`src/sv/ptsb_pkg.sv`:
```
package ptsb_pkg;

    localparam int unsigned CFG_IDX_W = 3;

    typedef enum logic [CFG_IDX_W-1:0] {
        REG_TINT_RED     = 3'd0,
        REG_TINT_GREEN   = 3'd1,
        REG_TINT_BLUE    = 3'd2,
        REG_BACK_RED     = 3'd3,
        REG_BACK_GREEN   = 3'd4,
        REG_BACK_BLUE    = 3'd5,
        REG_DISABLED     = 3'd6,
        REG_ALPHA_MODE   = 3'd7
    } t_cfg_idx;

    // code 3 is unused and acts like ALPHA_NONE
    typedef enum logic [1:0] {
        ALPHA_NONE  = 2'd0,
        ALPHA_COVER = 2'd1,
        ALPHA_BLEND = 2'd2
    } t_alpha_mode;

    function automatic logic [7:0] sat8(input logic [9:0] v);
        logic [7:0] res;
        res = (v > 10'd255) ? 8'hFF : v[7:0];
        return res;
    endfunction

endpackage

```
`src/sv/ptsb_chan.sv`:
```
module ptsb_chan (
    input  logic       i_clk,
    input  logic [8:0] i_tint,
    input  logic [7:0] i_scale,
    input  logic [8:0] i_add,
    input  logic [7:0] i_cov,
    input  logic [7:0] i_back,
    input  logic       i_blend,
    output logic [7:0] o_chan
);
    import ptsb_pkg::*;

    logic [16:0] w_shade_prod;
    logic [9:0]  w_shade_sum;
    logic [7:0]  r_shade;
    logic [15:0] w_fg_prod;
    logic [8:0]  w_inv_cov;
    logic [16:0] w_bg_prod;
    logic [9:0]  w_blend_sum;
    logic [7:0]  r_out;

    // shade stage: tint scaled in 256ths with rounding, plus light
    assign w_shade_prod = 17'(i_tint) * 17'(i_scale) + 17'd127;
    assign w_shade_sum  = 10'(w_shade_prod[16:8]) + 10'(i_add);

    // blend stage: shaded color over background by coverage
    assign w_fg_prod   = 16'(r_shade) * 16'(i_cov) + 16'd127;
    assign w_inv_cov   = 9'd256 - 9'(i_cov);
    assign w_bg_prod   = 17'(i_back) * 17'(w_inv_cov) + 17'd127;
    assign w_blend_sum = 10'(w_fg_prod[15:8]) + 10'(w_bg_prod[16:8]);

    always_ff @(posedge i_clk) begin
        r_shade <= sat8(w_shade_sum);
        r_out   <= i_blend ? sat8(w_blend_sum) : r_shade;
    end

    assign o_chan = r_out;

endmodule

```
`src/sv/pixel_tint_shade_blend.sv`:
```
// pixel_tint_shade_blend: tinted shading of one pixel per item
//
// input: drive i_shade_scale, i_shade_light and i_coverage with start high;
// the item is taken at a rising edge where start is high and busy is low.
// busy never rises, so a new item can be taken in every cycle.
// output: o_done is high for one cycle with o_out_red/green/blue/alpha;
// the receiver must take the item in that cycle, it cannot stall.
// o_done is registered: an item passes four register stages (input,
// tint/light, shade, blend) before o_done shows it.
// throughput: one item per cycle, set by the fully pipelined datapath.
// config: i_cfg_valid/o_cfg_ready with i_cfg_index and i_cfg_data; ready
// is always high. write only while no item is in flight.
// reset: synchronous active low i_rst_n clears the config registers and
// all valid bits; no result is shown from an item in flight at reset.
module pixel_tint_shade_blend (
    input  logic                             i_clk,
    input  logic                             i_rst_n,
    input  logic                             start,
    output logic                             busy,
    input  logic [7:0]                       i_shade_scale,
    input  logic [7:0]                       i_shade_light,
    input  logic [7:0]                       i_coverage,
    output logic                             o_done,
    output logic [7:0]                       o_out_red,
    output logic [7:0]                       o_out_green,
    output logic [7:0]                       o_out_blue,
    output logic [7:0]                       o_out_alpha,
    input  logic                             i_cfg_valid,
    output logic                             o_cfg_ready,
    input  logic [ptsb_pkg::CFG_IDX_W-1:0]   i_cfg_index,
    input  logic [7:0]                       i_cfg_data
);
    import ptsb_pkg::*;

    logic [7:0] r_tint_red, r_tint_green, r_tint_blue;
    logic [7:0] r_back_red, r_back_green, r_back_blue;
    logic       r_disabled;
    logic [1:0] r_alpha_mode;

    logic       r_v1, r_v2, r_v3, r_v4;
    logic [7:0] r_scale1, r_light1, r_cov1;
    logic [8:0] r_tint_r2, r_tint_g2, r_tint_b2, r_add2;
    logic [7:0] r_scale2, r_cov2, r_cov3, r_alpha4;

    logic [12:0] w_gray_sum;
    logic [7:0]  w_gray;
    logic [9:0]  w_dr, w_dg, w_db;
    logic [15:0] w_dadd;
    logic [8:0]  w_tint_r, w_tint_g, w_tint_b, w_add;
    logic        w_accept;
    logic        w_blend;

    assign busy        = 1'b0;
    assign o_cfg_ready = 1'b1;
    assign w_accept    = start && !busy;
    assign w_blend     = (r_alpha_mode == ALPHA_BLEND);

    always_ff @(posedge i_clk) begin
        if (!i_rst_n) begin
            r_tint_red   <= '0;
            r_tint_green <= '0;
            r_tint_blue  <= '0;
            r_back_red   <= '0;
            r_back_green <= '0;
            r_back_blue  <= '0;
            r_disabled   <= 1'b0;
            r_alpha_mode <= ALPHA_NONE;
        end else if (i_cfg_valid && o_cfg_ready) begin
            unique case (t_cfg_idx'(i_cfg_index))
                REG_TINT_RED:   r_tint_red   <= i_cfg_data;
                REG_TINT_GREEN: r_tint_green <= i_cfg_data;
                REG_TINT_BLUE:  r_tint_blue  <= i_cfg_data;
                REG_BACK_RED:   r_back_red   <= i_cfg_data;
                REG_BACK_GREEN: r_back_green <= i_cfg_data;
                REG_BACK_BLUE:  r_back_blue  <= i_cfg_data;
                REG_DISABLED:   r_disabled   <= i_cfg_data[0];
                REG_ALPHA_MODE: r_alpha_mode <= i_cfg_data[1:0];
                default: ;
            endcase
        end
    end

    // valid bits travel with the item
    always_ff @(posedge i_clk) begin
        if (!i_rst_n) begin
            r_v1 <= 1'b0;
            r_v2 <= 1'b0;
            r_v3 <= 1'b0;
            r_v4 <= 1'b0;
        end else begin
            r_v1 <= w_accept;
            r_v2 <= r_v1;
            r_v3 <= r_v2;
            r_v4 <= r_v3;
        end
    end

    // gray level of the tint color for disabled shading
    assign w_gray_sum = 13'(r_tint_red) * 13'd11 + 13'(r_tint_green) * 13'd16
                      + 13'(r_tint_blue) * 13'd5;
    assign w_gray     = w_gray_sum[12:5];
    assign w_dr       = 10'(r_tint_red) * 10'd3 + 10'(w_gray);
    assign w_dg       = 10'(r_tint_green) * 10'd3 + 10'(w_gray);
    assign w_db       = 10'(r_tint_blue) * 10'd3 + 10'(w_gray);
    assign w_dadd     = 16'(r_light1) * 16'(w_gray) + 16'd127;

    always_comb begin
        if (r_disabled) begin
            w_tint_r = 9'(w_dr[9:2]);
            w_tint_g = 9'(w_dg[9:2]);
            w_tint_b = 9'(w_db[9:2]);
            w_add    = 9'(w_dadd[15:8]);
        end else begin
            w_tint_r = 9'(r_tint_red) + 9'd2;
            w_tint_g = 9'(r_tint_green) + 9'd2;
            w_tint_b = 9'(r_tint_blue) + 9'd2;
            // light * 5 / 4 when a scale is given
            w_add    = (r_scale1 != 8'd0) ? 9'(r_light1) + 9'(r_light1[7:2])
                                          : 9'(r_light1);
        end
    end

    always_ff @(posedge i_clk) begin
        r_scale1  <= i_shade_scale;
        r_light1  <= i_shade_light;
        r_cov1    <= i_coverage;
        r_tint_r2 <= w_tint_r;
        r_tint_g2 <= w_tint_g;
        r_tint_b2 <= w_tint_b;
        r_add2    <= w_add;
        r_scale2  <= r_scale1;
        r_cov2    <= r_cov1;
        r_cov3    <= r_cov2;
        r_alpha4  <= (r_alpha_mode == ALPHA_COVER) ? r_cov3 : 8'hFF;
    end

    ptsb_chan u_chan_red (
        .i_clk   (i_clk),
        .i_tint  (r_tint_r2),
        .i_scale (r_scale2),
        .i_add   (r_add2),
        .i_cov   (r_cov3),
        .i_back  (r_back_red),
        .i_blend (w_blend),
        .o_chan  (o_out_red)
    );

    ptsb_chan u_chan_green (
        .i_clk   (i_clk),
        .i_tint  (r_tint_g2),
        .i_scale (r_scale2),
        .i_add   (r_add2),
        .i_cov   (r_cov3),
        .i_back  (r_back_green),
        .i_blend (w_blend),
        .o_chan  (o_out_green)
    );

    ptsb_chan u_chan_blue (
        .i_clk   (i_clk),
        .i_tint  (r_tint_b2),
        .i_scale (r_scale2),
        .i_add   (r_add2),
        .i_cov   (r_cov3),
        .i_back  (r_back_blue),
        .i_blend (w_blend),
        .o_chan  (o_out_blue)
    );

    assign o_done      = r_v4;
    assign o_out_alpha = r_alpha4;

endmodule

```
`config.mk`:
```
export PLATFORM = sky130hd
export DESIGN_NAME = pixel_tint_shade_blend
export DESIGN_NICKNAME = d
export VERILOG_FILES = /design/src/sv/ptsb_pkg.sv /design/src/sv/ptsb_chan.sv /design/src/sv/pixel_tint_shade_blend.sv
export SDC_FILE = /design/constraint.sdc
export NUM_CORES = 2
export LEC_CHECK = 0
export BUFFER_PORTS_ARGS = -buffer_cell sky130_fd_sc_hd__buf_2
export CAP_MARGIN = 5
export CORE_UTILIZATION = 70
export CTS_CLUSTER_DIAMETER = 150
export DETAILED_ROUTE_END_ITERATION = 8
export GPL_ROUTABILITY_DRIVEN = 0
export MAX_ROUTING_LAYER = met4
export PLACE_DENSITY = 0.95
export SETUP_SLACK_MARGIN = 0.1
export SYNTH_ARGS = -nofsm -noshare
export SYNTH_HDL_FRONTEND = slang
export SYNTH_SLANG_ARGS = --single-unit
```
`constraint.sdc`:
```
create_clock -name i_clk -period 14.5 [get_ports i_clk]
set_input_delay 4.35 -clock i_clk [delete_from_list [all_inputs] [get_ports i_clk]]
set_output_delay 4.35 -clock i_clk [all_outputs]
set_load 0.005 [all_outputs]
```
; ---- Word-level counts from Yosys, hierarchy flattened
; Cells that the tools add are included.
[op_classes]
n_eq_ne = 9
order_cmp = 6
multipliers = 15
n_mux = 11
n_addsub = 26
bitwise_logic = 1
n_reduce_logical = 11
[op_table]
columns = cell, count
row1 = adder 17 x 7 -> 17 bit (second input constant), 6
row2 = two-way mux 8 bit, 11
row3 = adder 16 x 7 -> 16 bit (second input constant), 4
row4 = multiplier 8 x 8 -> 16 bit, 4
row5 = > comparator 10 x 8 -> 1 bit (second input constant), 6
row6 = multiplier 8 x 9 -> 17 bit, 3
row7 = multiplier 9 x 8 -> 17 bit, 3
row8 = adder 10 x 8 -> 10 bit, 3
row9 = adder 8 x 9 -> 10 bit, 3
row10 = adder 9 x 9 -> 10 bit, 3
row11 = multiplier 8 x 2 -> 10 bit (second input constant), 3
row12 = adder 8 x 2 -> 9 bit (second input constant), 3
row13 = AND reduction 2 bit, 8
row14 = adder 12 x 12 -> 13 bit, 1
row15 = adder 13 x 11 -> 13 bit, 1
row16 = == test 3 bit (second input constant), 4
row17 = multiplier 8 x 4 -> 12 bit (second input constant), 1
row18 = multiplier 8 x 3 -> 11 bit (second input constant), 1
row19 = adder 8 x 6 -> 9 bit, 1
row20 = subtractor 9 x 8 -> 9 bit (first input constant), 1
row21 = nonzero test 8 bit, 1
row22 = == test 3 x 2 -> 1 bit (second input constant), 2
row23 = == test 3 x 1 -> 1 bit (second input constant), 1
row24 = logical NOT 3 bit, 1
row25 = 4 further kinds, 4
[word_totals]
inputBits = 39
elab_cells = 112
output_inout_bits = 35
regBits = 195

; ---- Longest topological paths before layout
[depth]
depth_word = 7
mapped_depth = 31
depth_no_buf = 31

; ---- Modules after synthesis
; From an unflattened synthesis, not the netlist that was laid out.
[hier_totals]
hier_cells = 3809
area_unflattened_um2 = 33339.5
[by_module_without_submodules]
columns = mod, area_per_inst_um2, instances, cells_per_inst, seq_area_each_um2
row1 = pixel_tint_shade_blend, 10009.6, 1, 1082, 2942.8
row2 = ptsb_chan at u_chan_green, 7795.0, 1, 903, 320.3
row3 = ptsb_chan at u_chan_red, 7771.2, 1, 913, 320.3
row4 = ptsb_chan at u_chan_blue, 7763.7, 1, 911, 320.3

; ---- Worst setup path after synthesis
; Ideal clock, no wire load.
[synth_timing]
path_type = reg-to-reg
start = register r_tint_red[3]
end = register r_add2[7]
t_arrival_ns = 8.010
setup_ns = 0.130
path_stages_with_launch = 30
synth_period_minus_slack_ns = 8.141
path_buffers = 0
t_required_ns = 14.370
slack_ns = 6.359
path_cell_list = dfxtp_1 > ha_1 > fa_1 > fa_1 > ha_1 > ha_1 > a21oi_1 > o21ai_0 > a21oi_1 > o21bai_1 > a21oi_1 > o21bai_1 > a211oi_2 > nand3b_1 > fa_1 > fa_1 > inv_1 > fa_1 > inv_1 > fa_1 > inv_1 > ha_1 > a21o_1 > a21o_1 > a22o_1 > a31o_2 > o41ai_2 > o2111ai_1 > xnor2_1 > mux2i_1
[synth_between]
elab_chain_cells = 6
[synth_lines]
columns = element, line_no
row1 = from (decl), pixel_tint_shade_blend.sv:35  ; logic [7:0] r_tint_red, r_tint_green, r_tint_blue;
row2 = from (signal assigned), pixel_tint_shade_blend.sv:70  ; REG_TINT_RED: r_tint_red <= i_cfg_data;
row3 = multiplier 8 x 4 -> 12 bit, pixel_tint_shade_blend.sv:99  ; assign w_gray_sum = 13'(r_tint_red) * 13'd11 + 13'(r_tint_green) * 13'd16
row4 = adder 12 x 12 -> 13 bit, pixel_tint_shade_blend.sv:99
row5 = adder 13 x 11 -> 13 bit, pixel_tint_shade_blend.sv:100  ; + 13'(r_tint_blue) * 13'd5;
row6 = multiplier 8 x 8 -> 16 bit, pixel_tint_shade_blend.sv:105  ; assign w_dadd = 16'(r_light1) * 16'(w_gray) + 16'd127;
row7 = adder 16 x 7 -> 16 bit, pixel_tint_shade_blend.sv:105
row8 = two-way mux 8 bit, pixel_tint_shade_blend.sv:108  ; if (r_disabled) begin
row9 = net w_add[7], pixel_tint_shade_blend.sv:49  ; logic [8:0] w_tint_r, w_tint_g, w_tint_b, w_add;
row10 = to (signal assigned), pixel_tint_shade_blend.sv:130  ; r_add2 <= w_add;
row11 = to (decl), pixel_tint_shade_blend.sv:42  ; logic [8:0] r_tint_r2, r_tint_g2, r_tint_b2, r_add2;
; The timed path passes the listed nets, and every way through them passes these cells.
; A chain may end at the register's enable or synchronous reset.

; ---- Worst setup path in the final report
; Same ends and word-level chain as after synthesis.

==> metrics.txt <==
Worst setup SP type flip-flop; Die Area 0.04740 mm²; fin crit share 0.6508; CTS Buf Count 17; first drt pass iteration count 6; post-synthesis mux area share 0.006569; total design power 7.442 mW; Clk pin slew, worst setup/hold paths 80 ps; CTS tree done; number of synthesized register bits 195; Initial Util 0.7131; Via Count 25970; Layout area overhead 4.341%; io pins 74; crit end category flip-flop; synth top area cells fa_1 31%, ha_1 18%, dfxtp_1 12%; Longest Clk Path Bufs 2; VDD IR-drop max 493.4 µV; Die X 217.7 µm; first-pass GRT wire length 135600 µm; Yosys warning count 0; CTS resizes 0; Yosys top cell area share 0.3085; CP Max Fanout 9; DRT iter0 DRCs 2018; Synth Area per Inst 8.805 µm²; Final Max Slew Viols 0; Buffers on Ports 71; Synth top cells by count 669 x inv_1, 523 x nand2_1, 502 x fa_1; Worst EP arrival 9800 ps; Row Count 78; vias in the first global route 28350; # fillers 2781; syn_nets 4700; crit path kind flip-flop to flip-flop; Post-Synthesis Cells 3699; layout cells sized above 1 0.04391; Worst path slowest cell xnor2_1; Final HPWL DP 63190 µm; hold crit path type flip-flop to flip-flop; setup TNS 0 ps; Post-CTS Setup Bufs 0; CP max stage delay 620 ps; most common cell in the netlist inv_1; post-synthesis adder-cell area fraction 0.4852; clk root buf clkbuf_16; gr usage total 0.3764; die height 217.7 µm; Cell Area, Synth 0.03257 mm²; Async S/R FF share, synth 0; R2R setup slack 5060 ps; largest net degree at the start of global routing 56; # clock sinks 195; largest family of logic cells by synthesized area adder cells; WP data required 14870 ps; Post-route DRC 0; outcome completed; Final ANT Viol Nets 0; XOR/XNOR Fraction of Synth Area 0.03711; most frequent CP cell fa_1; wire per inst 19.12 µm; initial antenna violation count 2; Final Skew 21.40 ps; Netlist cell types 76; Setup-failing EPs final 0; placed inst area 0.03333 mm²; Synth Area in Simple Gates 0.1747; core region area 0.04567 mm²; achievable frequency 106.0 MHz; Layout Nets 4677; max_slew headroom 0.1776; global route total overflow 0; Post-synth EDFFs 0; clk_lat worst skew 520 ps; Post-Route WL 82040 µm; final instance area 0.03399 mm²; Synth Area in Compound Gates 0.08294; Tmin final 9436 ps; Most used DFF post-synth dfxtp_1; hold buffer count at CTS 0; sequential cell area fraction in the yosys report 0.1199; via-per-instance ratio 6.053; Leakage 18.01 nW; RSZ-0062 raised after global routing false; worst-margin pin slew 1225 ps; max-cap viol count 0; H-tree Lvls 4; Synth area leader fa_1; PwrDens 219.0 mW/mm²; Final Hold Fails 0
-- registers in the layout (all words and copies together), names as in the netlist, 9 cells and up --
register and cells:
r_add2 9, r_tint_g2 9, r_tint_b2 9, r_tint_r2 9
-- routing by layer --
| layer | wire [µm] | vias up | track usage | part of all wire |
|---|---|---|---|---|
| met2 | 40080 | 1424 | 0.6204 | 0.49 |
| met1 | 28750 | 12540 | 0.3985 | 0.35 |
| met5 | 0 | - | - | 0 |
| li1 | - | 11550 | - | - |
| met4 | 5757 | 0 | 0.2629 | 0.070 |
| met3 | 7449 | 459 | 0.08982 | 0.091 |
-- cell usage in the layout, fill, tap and decap left out, drive strengths merged, types with 8 or more instances in the layout --
| cell | n |
|---|---|
| a21o | 29 |
| and2 | 302 |
| nand4 | 11 |
| and3 | 11 |
| o21ai | 73 |
| nand2 | 523 |
| clkbuf | 17 |
| ha | 460 |
| xor2 | 45 |
| mux2i | 18 |
| nand3 | 48 |
| nor3b | 9 |
| o211ai | 13 |
| buf | 93 |
| a31oi | 17 |
| nor2b | 38 |
| a21oi | 86 |
| nor2 | 133 |
| a21boi | 49 |
| o21a | 17 |
| nor3 | 43 |
| nor4 | 8 |
| a211oi | 22 |
| o21bai | 17 |
| xnor2 | 93 |
| or3 | 14 |
| nand2b | 20 |
| inv | 676 |
| fa | 502 |
| dfxtp | 195 |
-- critical path, delay by kind of cell (launching register included) --
kind | cells | cell delay (ps)
AO/OA/AOI/OAI | 12 | 2980
XOR/XNOR | 2 | 820
AND/OR/NAND/NOR | 1 | 200
adder cells (fa/ha/maj) | 10 | 4450
multiplexers | 1 | 110
flip-flops | 1 | 560
buffers and inverters | 3 | 170
-- where the power goes --
part	internal [mW]	switching, mW
Clock	0.254	0.276
Sequential	0.623	0.167
Combinational	2.66	3.46
-- per-stage QoR --
stage	setup slack [ps]	cells	hold WS, ps	utilization
2_1_floorplan	6359	3699	309.6	-
3_3_place_gp	5735	4257	310.1	0.7298
3_5_place_dp	5324	4257	315.0	0.7298
4_1_cts	5218	4289	331.3	0.7440
5_1_grt	4769	4291	334.8	0.7441
6_report	5064	4291	328.7	0.7441
-- kinds of logic (layout without fill, tap and decap cells) --
kind of cell / Yosys count / after routing
buf+inv: 805 / 795
simple gates: 1180 / 1180
flops: 195 / 195
mux: 21 / 21
fa+ha+maj: 962 / 962
xor+xnor: 138 / 138
compound gates: 396 / 396
other cells: 2 / 4
-- area by class of cell --
cell class	count	area, µm²	area share
antenna	2	5.005	0.0001473
sequential	195	3905	0.1149
clock inverter	15	221.5	0.006516
clock buffer	17	425.4	0.01252
inverter	670	2515	0.07400
multi-input combinational	2699	25640	0.7545
timing repair buffer	93	520.5	0.01532
tap	600	750.7	0.02209
-- path summary, 6_finish.rpt --
check,endpoint,from,cells past startpoint
min,r_cov3[5],r_cov2[5],0
min reg2reg,r_cov3[5],r_cov2[5],0
max,r_add2[7],r_tint_red[3],29
max reg2reg,r_add2[7],r_tint_red[3],29
Power figures use the tool's default switching activity.
